File: config.mk
export PLATFORM = sky130hd
export DESIGN_NAME = dnd_front
export DESIGN_NICKNAME = d
export VERILOG_FILES = /design/src/rtl/dnd_pkg.sv /design/src/rtl/dnd_front.sv
export VERILOG_INCLUDE_DIRS = /design/src /design/src/rtl
export SDC_FILE = /design/constraint.sdc
export NUM_CORES = 1
export LEC_CHECK = 0
export ABC_AREA = 1
export ABC_CLOCK_PERIOD_IN_PS = 5500
export BUFFER_PORTS_ARGS = -buffer_cell sky130_fd_sc_hd__buf_4
export CAP_MARGIN = 20
export CORE_ASPECT_RATIO = 0.7
export CORE_MARGIN = 2
export CORE_UTILIZATION = 45
export CTS_CLUSTER_DIAMETER = 30
export CTS_CLUSTER_SIZE = 16
export DETAILED_ROUTE_END_ITERATION = 7
export GPL_ROUTABILITY_DRIVEN = 0
export PLACE_DENSITY = 0.67
export SLEW_MARGIN = 10
export SYNTH_ARGS = -nofsm -noshare
export SYNTH_HDL_FRONTEND = slang
export SYNTH_SLANG_ARGS = --single-unit
export TNS_END_PERCENT = 30
File: constraint.sdc
create_clock -name clk -period 5.5 [get_ports clk]
set_input_delay 0.825 -clock clk [delete_from_list [all_inputs] [get_ports clk]]
set_output_delay 0.825 -clock clk [all_outputs]
set_load 0.05 [all_outputs]
File: src/rtl/assert_macros.svh
// ----------------------------------------------------------------------------
// Assertion macros
// Shared concurrent assertion wrappers; they compile to nothing in synthesis.
// ----------------------------------------------------------------------------
`ifndef ASSERT_MACROS_SVH
`define ASSERT_MACROS_SVH

`ifndef SYNTHESIS

// Property must hold at every clock edge out of reset
`define ASSERT_AT(lbl, clk_i, rst_ni, prop) \
	lbl: assert property (@(posedge clk_i) disable iff (!rst_ni) (prop)) \
		else $error("assertion failed in %m");

// Expression must never be true out of reset
`define ASSERT_NEVER(lbl, clk_i, rst_ni, expr) \
	lbl: assert property (@(posedge clk_i) disable iff (!rst_ni) !(expr)) \
		else $error("forbidden condition in %m");

`else

`define ASSERT_AT(lbl, clk_i, rst_ni, prop)
`define ASSERT_NEVER(lbl, clk_i, rst_ni, expr)

`endif

`endif

File: src/rtl/dnd_pkg.sv
// ----------------------------------------------------------------------------
// Dense node delta decoder package
// Codes, result bundle and fixed constants shared by the decoder modules.
// ----------------------------------------------------------------------------
`timescale 1ns / 1ps

package dnd_pkg;

	// Pipeline depth: request stage plus eight coordinate scaling stages
	localparam int NSTG = 9;

	localparam int CFG_IDX_W = 2;

	typedef enum logic [1:0] {
		CMD_GROUP_START = 2'd0,
		CMD_NODE        = 2'd1,
		CMD_TAG         = 2'd2,
		CMD_GROUP_END   = 2'd3
	} cmd_t;

	typedef enum logic [1:0] {
		KIND_NODE  = 2'd0,
		KIND_TAG   = 2'd1,
		KIND_ERROR = 2'd2
	} kind_t;

	typedef enum logic [1:0] {
		ERR_NONE     = 2'd0,
		ERR_INDEX    = 2'd1,
		ERR_MID_PAIR = 2'd2
	} err_t;

	typedef enum logic [CFG_IDX_W-1:0] {
		REG_GRANULARITY  = 2'd0,
		REG_LAT_OFFSET   = 2'd1,
		REG_LON_OFFSET   = 2'd2,
		REG_STRING_COUNT = 2'd3
	} cfg_reg_t;

	// Non-coordinate fields of one result
	typedef struct packed {
		kind_t       kind;
		logic [63:0] id;
		logic [31:0] key;
		logic [31:0] value;
		err_t        err;
	} res_t;

	localparam logic [30:0] GRAN_RESET = 31'd100;

	// Rounding: floor((m + 50) / 100) on the magnitude
	localparam logic [37:0] RND_HALF = 38'd50;
	// Smallest magnitude whose rounded quotient reaches 2^31
	localparam logic [37:0] SAT_MAG = 38'd214748364750;
	// ceil(2^45 / 100); exact floor division for inputs below 2^38
	localparam logic [38:0] RECIP = 39'd351843720889;
	localparam int RECIP_SHIFT = 45;

	localparam logic [31:0] COORD_MAX = 32'h7FFF_FFFF;
	localparam logic [31:0] COORD_MIN = 32'h8000_0000;

endpackage

File: src/rtl/dnd_front.sv
// ----------------------------------------------------------------------------
// Decoder front stage
// Running sums, tag pairing and error tracking; registers one result request.
// ----------------------------------------------------------------------------
`timescale 1ns / 1ps
`include "assert_macros.svh"

module dnd_front import dnd_pkg::*; (
	input  logic        clk,
	input  logic        arst_n,
	input  logic        accept,
	input  logic        ld_s1,
	input  logic [1:0]  command,
	input  logic [63:0] id_delta,
	input  logic [63:0] lat_delta,
	input  logic [63:0] lon_delta,
	input  logic [31:0] tag_word,
	input  logic [31:0] str_cnt,
	output logic        vld_s1,
	output res_t        res_s1,
	output logic [63:0] lat_s1,
	output logic [63:0] lon_s1
);

	logic [63:0] id_sum_q, lat_sum_q, lon_sum_q;
	logic [31:0] held_key_q;
	logic        pending_q, failed_q;

	logic [63:0] id_nx, lat_nx, lon_nx;
	logic [31:0] held_nx;
	logic        pending_nx, failed_nx;
	logic        emit;
	res_t        res;
	logic        bad_idx;

	assign bad_idx = (held_key_q >= str_cnt) || (tag_word >= str_cnt);

	// Decode one request against the running state
	always_comb begin
		id_nx      = id_sum_q;
		lat_nx     = lat_sum_q;
		lon_nx     = lon_sum_q;
		held_nx    = held_key_q;
		pending_nx = pending_q;
		failed_nx  = failed_q;
		emit       = 1'b0;
		res.kind   = KIND_NODE;
		res.id     = id_sum_q;
		res.key    = 32'd0;
		res.value  = 32'd0;
		res.err    = ERR_NONE;
		if (accept) begin
			case (cmd_t'(command))
				CMD_GROUP_START: begin
					id_nx      = 64'd0;
					lat_nx     = 64'd0;
					lon_nx     = 64'd0;
					held_nx    = 32'd0;
					pending_nx = 1'b0;
					failed_nx  = 1'b0;
				end
				CMD_NODE: begin
					if (!failed_q) begin
						id_nx    = id_sum_q + id_delta;
						lat_nx   = lat_sum_q + lat_delta;
						lon_nx   = lon_sum_q + lon_delta;
						emit     = 1'b1;
						res.kind = KIND_NODE;
						res.id   = id_nx;
					end
				end
				CMD_TAG: begin
					if (!failed_q) begin
						if (!pending_q) begin
							// zero in key position ends the node's tags
							if (tag_word != 32'd0) begin
								held_nx    = tag_word;
								pending_nx = 1'b1;
							end
						end else begin
							pending_nx = 1'b0;
							emit       = 1'b1;
							if (bad_idx) begin
								failed_nx = 1'b1;
								res.kind  = KIND_ERROR;
								res.id    = 64'd0;
								res.err   = ERR_INDEX;
							end else begin
								res.kind  = KIND_TAG;
								res.key   = held_key_q;
								res.value = tag_word;
							end
						end
					end
				end
				CMD_GROUP_END: begin
					if (!failed_q && pending_q) begin
						pending_nx = 1'b0;
						failed_nx  = 1'b1;
						emit       = 1'b1;
						res.kind   = KIND_ERROR;
						res.id     = 64'd0;
						res.err    = ERR_MID_PAIR;
					end
				end
				default: begin
				end
			endcase
		end
	end

	// Hold decoder state
	always_ff @(posedge clk or negedge arst_n) begin
		if (!arst_n) begin
			id_sum_q   <= 64'd0;
			lat_sum_q  <= 64'd0;
			lon_sum_q  <= 64'd0;
			held_key_q <= 32'd0;
			pending_q  <= 1'b0;
			failed_q   <= 1'b0;
		end else begin
			id_sum_q   <= id_nx;
			lat_sum_q  <= lat_nx;
			lon_sum_q  <= lon_nx;
			held_key_q <= held_nx;
			pending_q  <= pending_nx;
			failed_q   <= failed_nx;
		end
	end

	// Stage 1 valid
	always_ff @(posedge clk or negedge arst_n) begin
		if (!arst_n) begin
			vld_s1 <= 1'b0;
		end else if (ld_s1) begin
			vld_s1 <= emit;
		end
	end

	// Stage 1 payload
	always_ff @(posedge clk) begin
		if (ld_s1) begin
			res_s1 <= res;
			lat_s1 <= lat_nx;
			lon_s1 <= lon_nx;
		end
	end

	`ASSERT_NEVER(a_pend_and_fail, clk, arst_n, pending_q && failed_q)
	`ASSERT_AT(a_pend_key, clk, arst_n, pending_q |-> (held_key_q != 32'd0))
	`ASSERT_AT(a_node_emits, clk, arst_n, accept && (command == CMD_NODE) && !failed_q |=> vld_s1)

endmodule

==> impl_table.tex <==
\begin{tabular}{lr}
\hline
Metric & Value \\
\hline
\multicolumn{2}{l}{\textbf{Outcome}} \\
Run status & completed \\
\multicolumn{2}{l}{\textbf{Job}} \\
Maximum Capacitance Violations & 0 \\
\multicolumn{2}{l}{\textbf{Die}} \\
Floorplan core area & 78700 sq um \\
Die height & 240 um \\
Effective utilization at floorplan & 0.455 \\
Num ports & 523 \\
Floorplan die area & approximately 82000 sq um \\
Standard-cell row count & 86 \\
Overall die width & 341 um \\
\multicolumn{2}{l}{\textbf{Synth}} \\
Cell Area, Synth & 35800 sq um \\
Count of flip-flops with a built-in enable after synthesis & 260 \\
Number of warnings issued by yosys & 0 \\
Post-synthesis sequential area ratio & 0.377 \\
Net count after synthesis & 5638 \\
Syn Area/Cell & about 7.0 sq um \\
Synth cell types & 50 \\
Gate count of the mapped netlist & 5120 \\
Predominant post-synthesis flop cell & sky130\_fd\_sc\_hd\_\_edfxtp\_1 \\
Flops \& latches, synth & 487 \\
Async S/R FF share, synth & 0.466 \\
\multicolumn{2}{l}{\textbf{STA}} \\
WHS & 0.131 ns \\
Final Setup Violations & 0 \\
Portion of the clock cycle consumed by the worst path in the final layout & 0.663 \\
Final hold viol count & 0 \\
Max-slew headroom at the worst pin & 0.237 \\
Final max-slew violation count & 0 \\
Max Freq & 0.274 GHz \\
RSZ-0062 raised after global routing & false \\
Final worst-path setup slack & 1.86 ns \\
Transition time at the pin with the least slew margin & 1.14 ns \\
Clk\_skew & 0.0488 ns \\
Clock period minus final worst setup slack & 3.64 ns \\
Final TNS setup & 0 ns \\
\multicolumn{2}{l}{\textbf{Setup path}} \\
Cell-by-cell trace of the critical path & buf\_4 > inv\_2 > nor2\_4 > clkinv\_2 > nor2\_8 > inv\_2 > buf\_4 > nor2\_8 > buf\_4 > inv\_2 > o21ai\_0 > inv\_1 > nand2\_1 \\
Critical Path Max Stage Delay & 0.63 ns \\
Top fanout value on the critical path & 52 \\
Endpoint type of the worst setup path & flip-flop \\
Highest-delay cell along the critical path & sky130\_fd\_sc\_hd\_\_clkinv\_2 \\
Reg2reg setup slack & 2.18 ns \\
Endpoint of the lowest-slack register-to-register path & lat\_s1[3] \\
Kind of launch point of the worst setup path & primary input \\
Worst Path Required & 6.05 ns \\
Path type of the worst setup path & in2reg \\
Reg2Reg Depth & 6 \\
Start of the worst register-to-register path & failed\_q \\
Signal arrival time at the worst endpoint & 4.20 ns \\
\multicolumn{2}{l}{\textbf{Worst hold path}} \\
Hold WC Path Type & in2async \\
\multicolumn{2}{l}{\textbf{Clock network}} \\
Number of buffers created by CTS & 98 \\
Longest Clk Path Bufs & 3 \\
Clock latency reported for the late side of the worst-skew pair & 0.69 ns \\
Post-cts gate resize count & 0 \\
Level count of the clock H-tree & 3 \\
Hold-fix buffers, CTS & 0 \\
Clock sink total & 487 \\
Clock tree from TritonCTS & done \\
Post CTS Setup Buffer Count & 0 \\
Post-CTS clock slew at the launch and capture registers of the worst setup and hold paths & around 0.060 ns \\
Clock Tree Root & sky130\_fd\_sc\_hd\_\_clkbuf\_16 \\
\multicolumn{2}{l}{\textbf{Power and ir drop}} \\
Peak ir drop on the vdd network & 313 uV \\
Static Leak & 22.3 nW \\
PwrDens & 425 nW/um\^{}2 \\
\multicolumn{2}{l}{\textbf{Place}} \\
Port-buffer cells & 522 \\
Number of instances in the placed design & $\sim$6600 \\
Detail Placement HPWL & approximately 100000 um \\
Worst slack at placement & $\sim$1.1 ns \\
\multicolumn{2}{l}{\textbf{Drt}} \\
Routed wire per std cell & $\sim$20 um \\
Vias per std cell & 5.44 \\
Number of DRC markers in iteration 0 & 4173 \\
Post-detailed-route count of antenna-violating nets & 0 \\
Number of remaining DRC errors & 0 \\
Wirelength, routed & 134000 um \\
Total number of vias & 37000 \\
Number of iterations in the first detailed-routing pass & 6 \\
\multicolumn{2}{l}{\textbf{Global routing}} \\
Pin count of the biggest net entering global routing & approximately 120 \\
Wire length of the first global-routing pass & 200000 um \\
Number of antenna violations at the first check in global routing & 5 \\
GR Overflow Total & 0 \\
Global-route usage over all layers & 0.319 \\
Vias in the first global route & 33800 \\
\multicolumn{2}{l}{\textbf{Cells and area}} \\
Syn-to-layout area delta & 23.9\% \\
Post-route non-filler standard cell count & 6810 \\
Share of cells above drive strength 1 & 0.140 \\
Count of filler cells inserted in the layout & between 7000 and 8000 \\
Net count, final & between 6000 and 7000 \\
\hline
\end{tabular}
[cells in the final DEF, fill, tap and decap left out, drive strengths merged, types with 2 or more instances in the layout]
cell type	count
a21boi	12
a21o	11
a21oi	333
a22o	5
and2	5
buf	543
bufinv	10
clkbuf	127
clkinv	27
clkinvlp	11
dfrtp	227
diode	2
edfxtp	260
fa	3
ha	253
inv	787
nand2	1466
nand3	326
nand3b	11
nand4	34
nor2	693
nor3	37
nor4	20
o211ai	9
o21a	8
o21ai	415
o21bai	38
o22ai	7
or2	5
xnor2	19
xor2	44
[logic make-up after synthesis]
logic type      Yosys count  synth area share
compound gates          843             0.125
xor+xnor                 63            0.0154
fa+ha+maj               256            0.0902
buf+inv                 873            0.0946
flops                   487             0.377
simple gates           2598             0.297
[registers in the layout, summed over array words and instances, names as in the netlist]
name        cells
id_sum_q       64
lon_s1         64
lat_s1         64
lat_sum_q      64
res_s1        132
pending_q       1
held_key_q     32
lon_sum_q      64
failed_q        1
vld_s1          1
[worst max path at each step]
stage	slack (ns)	start	depth (start not counted)	to
after floorplan	2.73	lon_delta[0]	17	lon_s1[62]
after CTS	1.84	accept	13	res_s1[92]
after global placement	1.20	accept	13	res_s1[82]
after detailed placement	1.12	accept	13	res_s1[77]
final	1.86	accept	13	res_s1[77]
after global routing	1.57	accept	13	res_s1[92]
[critical path: cells and delay by family]
kind | cells | cell delay, ns
buf+inv | 8 | 2.13
simple gates | 4 | 0.91
compound gates | 1 | 0.27
[cells in the mapped netlist (16+ instances only)]
cell type                  number  area [sq um]
sky130_fd_sc_hd__nor4_1        20           125
sky130_fd_sc_hd__edfxtp_1     260          7810
sky130_fd_sc_hd__a21oi_1      332          1660
sky130_fd_sc_hd__ha_1         253          3170
sky130_fd_sc_hd__nor2_2        49           307
sky130_fd_sc_hd__nand3_1      326          1630
sky130_fd_sc_hd__o21bai_1      38           285
sky130_fd_sc_hd__xor2_1        44           385
sky130_fd_sc_hd__o21ai_1       16          80.1
sky130_fd_sc_hd__nor2_1       640          2400
sky130_fd_sc_hd__nand4_1       34           213
sky130_fd_sc_hd__o21ai_0      394          1970
sky130_fd_sc_hd__dfrtp_1      227          5680
sky130_fd_sc_hd__xnor2_1       19           166
sky130_fd_sc_hd__clkbuf_1      54           203
sky130_fd_sc_hd__nand2_1     1456          5470
sky130_fd_sc_hd__inv_1        768          2880
sky130_fd_sc_hd__nor3_1        34           170
sky130_fd_sc_hd__buf_2         16          80.1
[power by group]
group	internal (mW)	switching (mW)	total (mW)
clock	4.03	2.24	6.27
sequential	4.60	0.510	5.11
combinational	2.23	5.21	7.44
total	10.9	7.96	18.8
[stage by stage]
stage          cell area (sq um)  power, mW   util
6_report                   44300       18.8  0.563
5_1_grt                    44300       19.8  0.563
4_1_cts                    44300       18.7  0.563
3_5_place_dp               40800       12.3  0.518
3_3_place_gp               40800       12.2  0.518
2_1_floorplan              35800       9.90      -
[routing by layer]
layer,vias up,GRT usage,part of all wire
met1,17100,0.478,0.45
met4,6,0.0890,0.029
met5,-,0,0.00025
met2,2029,0.442,0.39
met3,237,0.0918,0.13
li1,17700,-,-
[cell type report]
type	count	area, sq um	area share
Multi-Input combinational cell	3760	18900	0.427
Sequential cell	487	13500	0.304
Timing Repair Buffer	543	4120	0.0929
Inverter	776	2920	0.0659
Clock buffer	127	2720	0.0614
Tap cell	1056	1320	0.0298
Clock inverter	59	826	0.0186
Antenna cell	2	5.00	0.000113
Note: power is estimated with default switching activity, not from simulation.
