File: src/rtl/assert_macros.svh
// ----------------------------------------------------------------------------
// Assertion macros
// Shared concurrent assertion wrappers; they compile to nothing in synthesis.
// ----------------------------------------------------------------------------
`ifndef ASSERT_MACROS_SVH
`define ASSERT_MACROS_SVH

`ifndef SYNTHESIS

// Property must hold at every clock edge out of reset
`define ASSERT_AT(lbl, clk_i, rst_ni, prop) \
	lbl: assert property (@(posedge clk_i) disable iff (!rst_ni) (prop)) \
		else $error("assertion failed in %m");

// Expression must never be true out of reset
`define ASSERT_NEVER(lbl, clk_i, rst_ni, expr) \
	lbl: assert property (@(posedge clk_i) disable iff (!rst_ni) !(expr)) \
		else $error("forbidden condition in %m");

`else

`define ASSERT_AT(lbl, clk_i, rst_ni, prop)
`define ASSERT_NEVER(lbl, clk_i, rst_ni, expr)

`endif

`endif

File: src/rtl/dnd_pkg.sv
// ----------------------------------------------------------------------------
// Dense node delta decoder package
// Codes, result bundle and fixed constants shared by the decoder modules.
// ----------------------------------------------------------------------------
`timescale 1ns / 1ps

package dnd_pkg;

	// Pipeline depth: request stage plus eight coordinate scaling stages
	localparam int NSTG = 9;

	localparam int CFG_IDX_W = 2;

	typedef enum logic [1:0] {
		CMD_GROUP_START = 2'd0,
		CMD_NODE        = 2'd1,
		CMD_TAG         = 2'd2,
		CMD_GROUP_END   = 2'd3
	} cmd_t;

	typedef enum logic [1:0] {
		KIND_NODE  = 2'd0,
		KIND_TAG   = 2'd1,
		KIND_ERROR = 2'd2
	} kind_t;

	typedef enum logic [1:0] {
		ERR_NONE     = 2'd0,
		ERR_INDEX    = 2'd1,
		ERR_MID_PAIR = 2'd2
	} err_t;

	typedef enum logic [CFG_IDX_W-1:0] {
		REG_GRANULARITY  = 2'd0,
		REG_LAT_OFFSET   = 2'd1,
		REG_LON_OFFSET   = 2'd2,
		REG_STRING_COUNT = 2'd3
	} cfg_reg_t;

	// Non-coordinate fields of one result
	typedef struct packed {
		kind_t       kind;
		logic [63:0] id;
		logic [31:0] key;
		logic [31:0] value;
		err_t        err;
	} res_t;

	localparam logic [30:0] GRAN_RESET = 31'd100;

	// Rounding: floor((m + 50) / 100) on the magnitude
	localparam logic [37:0] RND_HALF = 38'd50;
	// Smallest magnitude whose rounded quotient reaches 2^31
	localparam logic [37:0] SAT_MAG = 38'd214748364750;
	// ceil(2^45 / 100); exact floor division for inputs below 2^38
	localparam logic [38:0] RECIP = 39'd351843720889;
	localparam int RECIP_SHIFT = 45;

	localparam logic [31:0] COORD_MAX = 32'h7FFF_FFFF;
	localparam logic [31:0] COORD_MIN = 32'h8000_0000;

endpackage

File: src/rtl/dnd_side.sv
// ----------------------------------------------------------------------------
// Result pipeline control
// Stage valids, load enables with bubble collapse, and the result fields
// that ride alongside the coordinate scalers up to the output register.
// ----------------------------------------------------------------------------
`timescale 1ns / 1ps
`include "assert_macros.svh"

module dnd_side import dnd_pkg::*; (
	input  logic            clk,
	input  logic            arst_n,
	input  logic            vld_s1,
	input  res_t            res_s1,
	input  logic            out_stall,
	output logic [NSTG-1:0] ld,
	output logic            node_s8,
	output logic            out_valid,
	output logic [1:0]      kind,
	output logic [63:0]     node_id,
	output logic [31:0]     tag_key,
	output logic [31:0]     tag_value,
	output logic [1:0]      error_code
);

	logic [NSTG:2] vld_q;
	res_t          res_q [2:NSTG];

	logic [NSTG:1] vld_all;
	res_t          res_all [1:NSTG];

	assign vld_all = {vld_q, vld_s1};

	// Load a stage when it is empty or its successor moves on
	always_comb begin
		ld[NSTG-1] = !vld_all[NSTG] || !out_stall;
		for (int n = NSTG - 1; n >= 1; n--) begin
			ld[n-1] = !vld_all[n] || ld[n];
		end
	end

	always_comb begin
		res_all[1] = res_s1;
		for (int n = 2; n <= NSTG; n++) begin
			res_all[n] = res_q[n];
		end
	end

	// Advance valids
	always_ff @(posedge clk or negedge arst_n) begin
		if (!arst_n) begin
			vld_q <= '0;
		end else begin
			for (int n = 2; n <= NSTG; n++) begin
				if (ld[n-1]) begin
					vld_q[n] <= vld_all[n-1];
				end
			end
		end
	end

	// Advance payload
	always_ff @(posedge clk) begin
		for (int n = 2; n <= NSTG; n++) begin
			if (ld[n-1]) begin
				res_q[n] <= res_all[n-1];
			end
		end
	end

	assign node_s8    = (res_q[NSTG-1].kind == KIND_NODE);
	assign out_valid  = vld_q[NSTG];
	assign kind       = res_q[NSTG].kind;
	assign node_id    = res_q[NSTG].id;
	assign tag_key    = res_q[NSTG].key;
	assign tag_value  = res_q[NSTG].value;
	assign error_code = res_q[NSTG].err;

	`ASSERT_NEVER(a_stall_only_full, clk, arst_n, !ld[0] && !(vld_s1 && (&vld_q) && out_stall))
	`ASSERT_AT(a_err_kind, clk, arst_n, out_valid |-> ((kind == KIND_ERROR) == (error_code != ERR_NONE)))

endmodule

File: config.mk
export PLATFORM = sky130hd
export DESIGN_NAME = dnd_side
export DESIGN_NICKNAME = d
export VERILOG_FILES = /design/src/rtl/dnd_pkg.sv /design/src/rtl/dnd_side.sv
export VERILOG_INCLUDE_DIRS = /design/src /design/src/rtl
export SDC_FILE = /design/constraint.sdc
export NUM_CORES = 1
export LEC_CHECK = 0
export BUFFER_PORTS_ARGS = -buffer_cell sky130_fd_sc_hd__buf_4
export CAP_MARGIN = 25
export CORE_MARGIN = 4
export CORE_UTILIZATION = 66
export CTS_BUF_LIST = sky130_fd_sc_hd__clkbuf_8
export DETAILED_ROUTE_END_ITERATION = 7
export PLACE_DENSITY_LB_ADDON = 0.15
export SYNTH_ARGS = -nofsm -noshare
export SYNTH_HDL_FRONTEND = slang
export SYNTH_SLANG_ARGS = --single-unit
File: constraint.sdc
create_clock -name clk -period 16.33 [get_ports clk]
set_clock_uncertainty 0.1 [all_clocks]
set_input_delay 0 -clock clk [delete_from_list [all_inputs] [get_ports clk]]
set_output_delay 0 -clock clk [all_outputs]
set_load 0.01 [all_outputs]
==> results of run 1 <==
-- state kept, by name, indices dropped and copies added, names as in the netlist --
register and count:
vld_q 8, res_q 1056
-- kinds of logic after synthesis --
family / count (synthesis) / share of synthesized area (%)
AOI/OAI and AO/OA: 6 / 0.1640
buffers and inverters: 2 / 0.04682
DFF: 1064 / 99.54
and+or+nand+nor: 14 / 0.2459
-- power by group through the flow --
stage / clock network, mW / logic (mW) / registers [mW]
floorplan: 0 / 0.112 / 4.01
global placement: 0 / 0.331 / 3.99
detailed placement: 0 / 0.340 / 4.03
CTS: 1.86 / 0.390 / 3.98
global route: 2.04 / 0.423 / 4.03
finish: 1.84 / 0.392 / 3.98
-- cell type report --
| type | instances | area share (%) |
|---|---|---|
| Antenna cell | 2 | 0.01236 |
| Timing Repair Buffer | 561 | 12.20 |
| Inverter | 1 | 0.02163 |
| Clock buffer | 163 | 5.540 |
| Sequential cell | 1064 | 78.81 |
| Clock inverter | 101 | 1.044 |
| Multi-Input combinational cell | 20 | 0.4728 |
| Tap cell | 615 | 1.900 |
-- metal layers --
layer | GRT usage [%] | share of wire, % | wire length (µm) | vias to the layer above
met4 | 9.931 | 3.3 | 1763 | 0
met3 | 5.670 | 5.6 | 3054 | 102
met1 | 26.19 | 39 | 21030 | 6379
met5 | 0 | 0 | 0 | -
met2 | 35.64 | 52 | 28290 | 459
li1 | - | - | - | 5907
-- cells in the final DEF (no fill, tap or decap) --
| cell type | count |
|---|---|
| edfxtp_1 | 1056 |
| buf_4 | 288 |
| dlygate4sd3_1 | 270 |
| clkbuf_8 | 163 |
| inv_1 | 54 |
| clkinv_1 | 32 |
| clkinvlp_4 | 10 |
| dfrtp_1 | 8 |
| clkinv_2 | 5 |
| nand2_4 | 3 |
| nand3_4 | 3 |
| a31o_1 | 3 |
| diode_2 | 2 |
| and4_1 | 2 |
| nand4_1 | 2 |
| nand2b_1 | 2 |
| buf_16 | 2 |
| and3_1 | 1 |
| inv_6 | 1 |
| nor2_1 | 1 |
| a21o_1 | 1 |
| a41o_1 | 1 |
| a21o_2 | 1 |
| buf_12 | 1 |
-- worst paths after layout --
path                            endpoint  depth (start not counted)          start  slack, ns
setup / recovery                   ld[4]                          4       vld_q[7]      12.51
hold / removal                  vld_q[4]                          3         arst_n       0.19
setup reg to reg           res_q[0][765]                          3       vld_q[7]      13.17
hold reg to reg            res_q[0][642]                          0  res_q[0][510]       0.30
max in group asynchronous       vld_q[7]                          3         arst_n      15.62
min in group clk           res_q[0][642]                          0  res_q[0][510]       0.30
-- critical path, stage by stage, from the launching register on --
cell and delay, ns:
dfrtp_1 0.52, and4_1 0.60, nand3_4 0.70, buf_4 0.72, buf_4 0.30
==> results.cfg, run 1 <==
[clocking]
clk_latency_ns = 0.80
cts_inserted_buffers = 152
cts_resized = 0
cts-htree-levels = 4
cts_buffer_depth = 3
cts.clk_slew.worst_paths_ns = 0.06
root_buffer = clkbuf_8
clock_sinks = 1064
postCtsHoldBufs = 270
post_cts_buffers = 0
tritoncts = yes

[timing]
hold_ws_ns = 0.1906
fin_crit_sh_pct = 23.42
timing.final.ws_setup_ns = 12.51
worst_pin_slew_ns = 1.041
tns_ns = 0
rsz0062_at_grt = false
fmax_ghz = 0.2615
period_minus_slack_ns = 3.824
slew_headroom_pct = 30.58
finalHoldViolCount = 0
final-max-slew-violation-count = 0
setup_violations = 0

[placement]
dp_slack_ns = 13.17
hpwl_mm = 26.76
port_buffers = 278
placed_area_um2 = 35070
gp_congestion = 0.8286
dp.cells = 1989

[cells_and_area]
fillCellCount = 1905
final_nets = 1936
finish.utilization_pct = 84.63
final_area_um2 = 40490
multi_input_comb_area_um2 = 191.4
finalNonFillerCells = 2527
syn_to_final_growth_pct = 26.31
drive_gt1_share_pct = 24.97
register_area_um2 = 31910

[routing]
wirelength_mm = 54.13
dr.pass1.iters = 6
drcViolationCount = 0
antenna_left = 0
drtIter0Drc = 1031
wire_per_inst_um = 21.42
via_per_inst = 5.084
vias = 12850

[yosys]
yosys.area.top_type_share_pct = 98.92
syn-num-nets = 1222
yosysMostFrequentCell = edfxtp_1
synth_top_area_cell = edfxtp_1
syn_area_um2 = 32060
synthTopCellsByArea = edfxtp_1, dfrtp_1, a31o_1
synth_ff_type = edfxtp_1
ys_seq_area_share_pct = 99.54
synthTopCellsByCount = edfxtp_1, dfrtp_1, a31o_1, nand2_1, nand3_1
synth_warnings = 0
synth-seq-cells = 1064
synth.distinct_cells = 15
synth_edf_count = 1056
synth_area_per_cell_um2 = 29.52
async_flop_share_pct = 0.7519
synth_cells = 1086

[floorplanning]
design.die.area_um2 = 52160
die_h_um = 228.4
start_util_pct = 67.00
die_w_um = 228.4
rows = 80
ioPinCount = 279
design.core.area_um2 = 47850

[power]
p_comb_share_pct = 6.3
power.internal_mw = 4.857
p_per_area_nw_per_um2 = 153.6
clkPwrFrac_pct = 29.6
ir_drop_mv = 0.09535
finalPower_mw = 6.218
p_sw_mw = 1.361
p_leak_nw = 15.06
pwr-share-seq_pct = 64.1
swShare_pct = 21.89

[critical_path]
required_ns = 16.23
end_kind = output port
cp_max_fo = 76
arrival_ns = 3.72
crit_type = reg -> out
cp-start-kind = register

[grt]
antenna_found_initial = 2
grt_pass1_wl_mm = 81.14
gr-total-overflow = 0
grt_pass1_vias = 13880
grt_util_all_layers_pct = 21.19
grt_max_degree = 83

[worst_hold_path]
min_path_type = in -> async

[run]
drv_cap = 0

[run_status]
status = completed
(Power assumes the default switching activity.)
==> inputs of run 2 (changes only) <==
CORE_UTILIZATION = 61   (was 66)
clock period = 4 ns   (was 16.33 ns; I/O delays follow)
==> results.cfg, run 2 (same netlist as run 1, synthesis figures left out) <==
[critical_path]
cp-start-kind = register
timing.rr.start = vld_q[8]
crit_start = vld_q[7]
required_ns = 3.90
crit_type = reg -> out
arrival_ns = 3.09
cp_max_fo = 60
worstRegToRegCells = 3
end_kind = output port

[timing]
worst_pin_slew_ns = 1.021
hold_ws_ns = 0.1671
final-max-slew-violation-count = 0
finalHoldViolCount = 0
period_minus_slack_ns = 3.188
timing.final.ws_setup_ns = 0.8116
fmax_ghz = 0.3136
slew_headroom_pct = 31.93
tns_ns = 0
fin_crit_sh_pct = 79.71
setup_violations = 0
rsz0062_at_grt = false

[power]
finalPower_mw = 25.53
pwr-share-seq_pct = 63.6
ir_drop_mv = 0.3717
clkPwrFrac_pct = 30.2
power.internal_mw = 20.09
p_sw_mw = 5.437
p_leak_nw = 15.21
p_comb_share_pct = 6.3
swShare_pct = 21.30
p_per_area_nw_per_um2 = 626.0

[grt]
grt_pass1_wl_mm = 76.98
grt_max_degree = 100
grt_util_all_layers_pct = 18.46
antenna_found_initial = 4
gr-total-overflow = 0
grt_pass1_vias = 13630

[cells_and_area]
final_area_um2 = 40790
layout_commonest_cell = edfxtp_1
final_nets = 1944
drive_gt1_share_pct = 25.12
finalNonFillerCells = 2616
mostFrequentLayoutCells = edfxtp_1, buf_4, dlygate4sd3_1
top_register = res_q
syn_to_final_growth_pct = 27.23
top_regs = res_q x1056, vld_q x8
largest_reg_flops = 1056
finish.utilization_pct = 78.86

[clocking]
postCtsHoldBufs = 270
cts-htree-levels = 4
clk_latency_ns = 0.76
cts_inserted_buffers = 156
cts.clk_slew.worst_paths_ns = 0.07
cts_resized = 0
cts_buffer_depth = 3
tritoncts = yes
post_cts_buffers = 0
clock_sinks = 1064
root_buffer = clkbuf_8

[routing]
drcViolationCount = 0
antenna_left = 0
wire_per_inst_um = 19.62
vias = 12820
dr.pass1.iters = 5
drtIter0Drc = 897
via_per_inst = 4.902
wirelength_mm = 51.31

[placement]
port_buffers = 278
dp.cells = 2059
gp_congestion = 0.8297
placed_area_um2 = 35230
hpwl_mm = 27.66
dp_slack_ns = 1.359

[floorplanning]
die_w_um = 237.2
rows = 83
die_h_um = 237.2
design.die.area_um2 = 56290
ioPinCount = 279
design.core.area_um2 = 51720
start_util_pct = 61.99

[run]
drv_cap = 0

[run_status]
status = completed

[worst_hold_path]
min_path_type = in -> async
==> run 2: power by group through the flow <==
stage / clock network [mW] / registers, mW / logic (mW)
2_1_floorplan: 0 / 16.4 / 0.457
3_3_place_gp: 0 / 16.3 / 1.38
3_5_place_dp: 0 / 16.5 / 1.41
4_1_cts: 7.94 / 16.2 / 1.62
5_1_grt: 8.50 / 16.4 / 1.73
6_report: 7.70 / 16.2 / 1.60
==> run 2: cell type report <==
type / count / area [µm²]
fillers: 2493 / 10930
flip-flops and latches: 1064 / 31910
well taps: 680 / 850.8
clock buffers: 165 / 2271
repair buffers: 565 / 4992
multi-input cells: 20 / 191.4
diodes: 5 / 12.51
clock inverters: 116 / 548.0
inverters: 1 / 8.758
==> run 2: metal layers <==
metal | track usage [%] | vias to the layer above | routed length, µm
met5 | 0 | - | 0
met4 | 8.599 | 0 | 1531
li1 | - | 5937 | -
met3 | 5.349 | 84 | 2837
met1 | 23.13 | 6382 | 20300
met2 | 30.39 | 420 | 26640
==> run 2: worst paths after layout <==
path | to | slack, ns
max | ld[2] | 0.81
min | vld_q[2] | 0.17
max reg2reg | res_q[0][897] | 1.31
min reg2reg | res_q[0][1181] | 0.29
max in group asynchronous | vld_q[3] | 3.34
min in group clk | res_q[0][1181] | 0.29
==> run 2: critical path, stage by stage (launching register included) <==
cell and delay, ns:
dfrtp_1 0.51, and4_1 0.56, nand2_4 0.59, buf_12 0.42
buf_4 0.19
==> inputs of run 3 (changes only) <==
ABC_AREA = 1   (was default)
CORE_UTILIZATION = 55   (was 61)
clock period = 2.7 ns   (was 4 ns; I/O delays follow)
==> results.cfg, run 3 <==
[run_status]
status = completed

[power]
p_leak_nw = 15.28
p_per_area_nw_per_um2 = 937.5
ir_drop_mv = 0.4979

[floorplanning]
start_util_pct = 55.57
design.core.area_um2 = 57700
die_w_um = 249.4
die_h_um = 249.4
ioPinCount = 279
design.die.area_um2 = 62220
rows = 88

[yosys]
syn-num-nets = 1227
synth-seq-cells = 1064
synth.distinct_cells = 11
synthTopCellsByCount = edfxtp_1, inv_1, dfrtp_1, nand2_1
synth_edf_count = 1056
yosys.area.top_type_share_pct = 98.91
synth_area_per_cell_um2 = 29.39
synth_top_area_cell = edfxtp_1
synth_warnings = 0
synth_ff_type = edfxtp_1
yosysMostFrequentCell = edfxtp_1
ys_seq_area_share_pct = 99.53
async_flop_share_pct = 0.7519
syn_area_um2 = 32060
synth_cells = 1091
synthTopCellsByArea = edfxtp_1, dfrtp_1, inv_1

[routing]
drtIter0Drc = 817
dr.pass1.iters = 4
drcViolationCount = 0
wire_per_inst_um = 19.21
antenna_left = 0
vias = 12710
via_per_inst = 4.697
wirelength_mm = 51.96

[timing]
fin_crit_sh_pct = 93.67
timing.final.ws_setup_ns = 0.1710
worst_pin_slew_ns = 0.8330
fmax_ghz = 0.3954
setup_violations = 0
hold_ws_ns = 0.1674
finalHoldViolCount = 0
period_minus_slack_ns = 2.529
final-max-slew-violation-count = 0
slew_headroom_pct = 44.47
rsz0062_at_grt = false

[clocking]
cts_inserted_buffers = 159
cts.clk_slew.worst_paths_ns = 0.06
clock_sinks = 1064
root_buffer = clkbuf_8
tritoncts = yes
cts-htree-levels = 4
cts_buffer_depth = 3
clk_latency_ns = 0.76

[cells_and_area]
layout_commonest_cell = edfxtp_1
final_nets = 1965
syn_to_final_growth_pct = 28.29
largest_reg_flops = 1056
top_register = res_q
top_regs = res_q x1056, vld_q x8
mostFrequentLayoutCells = edfxtp_1, buf_4, dlygate4sd3_1
drive_gt1_share_pct = 25.84

[critical_path]
cp_max_fo = 37
end_kind = output port
required_ns = 2.60
crit_type = reg -> out
cp-start-kind = register
arrival_ns = 2.43

[grt]
grt_max_degree = 135
antenna_found_initial = 1
grt_util_all_layers_pct = 16.96
grt_pass1_wl_mm = 78.38
grt_pass1_vias = 13440
gr-total-overflow = 0

[run]
drv_cap = 0

[placement]
gp_congestion = 0.7737
dp_slack_ns = 0.3339
hpwl_mm = 26.29
port_buffers = 278

[worst_hold_path]
min_path_type = in -> async
-- run 3: changes by cell type after synthesis, moves of 2 or more --
cell	previous run	this run
nand3_1	3	0
inv_1	1	9
nand2b_1	2	0
a31o_1	3	0
nor2_4	0	2
or2_2	0	2
nand2_1	3	8
and4_1	2	0
-- run 3: stage by stage --
| stage | util, % | std cells | cell area (µm²) | setup TNS (ns) | power [mW] |
|---|---|---|---|---|---|
| floorplan | - | 1091 | 32110 | -2104.04 | 25.35 |
| global placement | 61.40 | 2151 | 35420 | 0 | 26.90 |
| detailed placement | 61.40 | 2151 | 35420 | 0 | 27.13 |
| CTS | 71.19 | 2700 | 41070 | -0.03886 | 39.00 |
| global route | 71.29 | 2705 | 41130 | 0 | 40.38 |
| finish | 71.29 | 2705 | 41130 | 0 | 38.56 |
-- run 3: area by class of cell --
class	count	area, µm²
timing repair buffer	575	5234
clock inverter	103	466.7
sequential	1064	31910
clock buffer	168	2312
antenna	1	2.502
inverter	9	45.04
multi-input combinational	20	200.2
fill	3386	16560
tap	765	957.2
-- run 3: report_power, final --
part | switching, mW | total, mW | internal (mW)
combinational | 1.66 | 2.74 | 1.09
sequential | 1.11 | 24.5 | 23.4
clock | 5.46 | 11.3 | 5.87
total | 8.23 | 38.6 | 30.3
-- run 3: logic make-up (layout without fill, tap and decap cells) --
logic type | Yosys count | after routing | synth area share (%)
buf+inv | 9 | 855 | 0.1054
other cells | 0 | 1 | 0
flops | 1064 | 1064 | 99.53
simple gates | 18 | 20 | 0.3630
-- run 3: path summary, 6_finish.rpt --
check / from / endpoint / slack (ns) / cells past startpoint
max: vld_q[9] / ld[1] / 0.17 / 8
max reg2reg: vld_q[9] / res_q[0][1039] / 0.55 / 7
min: arst_n / vld_q[3] / 0.17 / 3
min in group clk: res_q[0][822] / res_q[0][954] / 0.29 / 0
min reg2reg: res_q[0][822] / res_q[0][954] / 0.29 / 0
max in group asynchronous: arst_n / vld_q[6] / 2.03 / 3
-- run 3: critical path, stage by stage, from the launching register on --
cell and delay [ns]:
dfrtp_2 0.41, nand2_8 0.07, nor2_4 0.13, nand4_4 0.13, nor2_4 0.12, buf_4 0.17, nand3_4 0.10, buf_4 0.30
buf_4 0.22
-- run 3: routing by layer --
layer / vias up / part of all wire (%) / global-route usage [%]
met5: - / 0 / 0
met4: 0 / 2.3 / 6.854
met3: 80 / 5.4 / 4.929
met2: 351 / 51 / 27.31
met1: 6323 / 41 / 22.24
li1: 5952 / - / -
-- run 3: timing repair --
| item | in CTS | in global routing |
|---|---|---|
| endpoints found under the hold margin | 276 | 148 |
| gates cloned | 4 | 2 |
| gates resized for setup | 5 | 1 |
| hold buffers | 271 | 1 |
| endpoints found under the setup margin | 4 | 4 |
| buffers inserted | 3 | 2 |
| pin swaps | 4 | 2 |
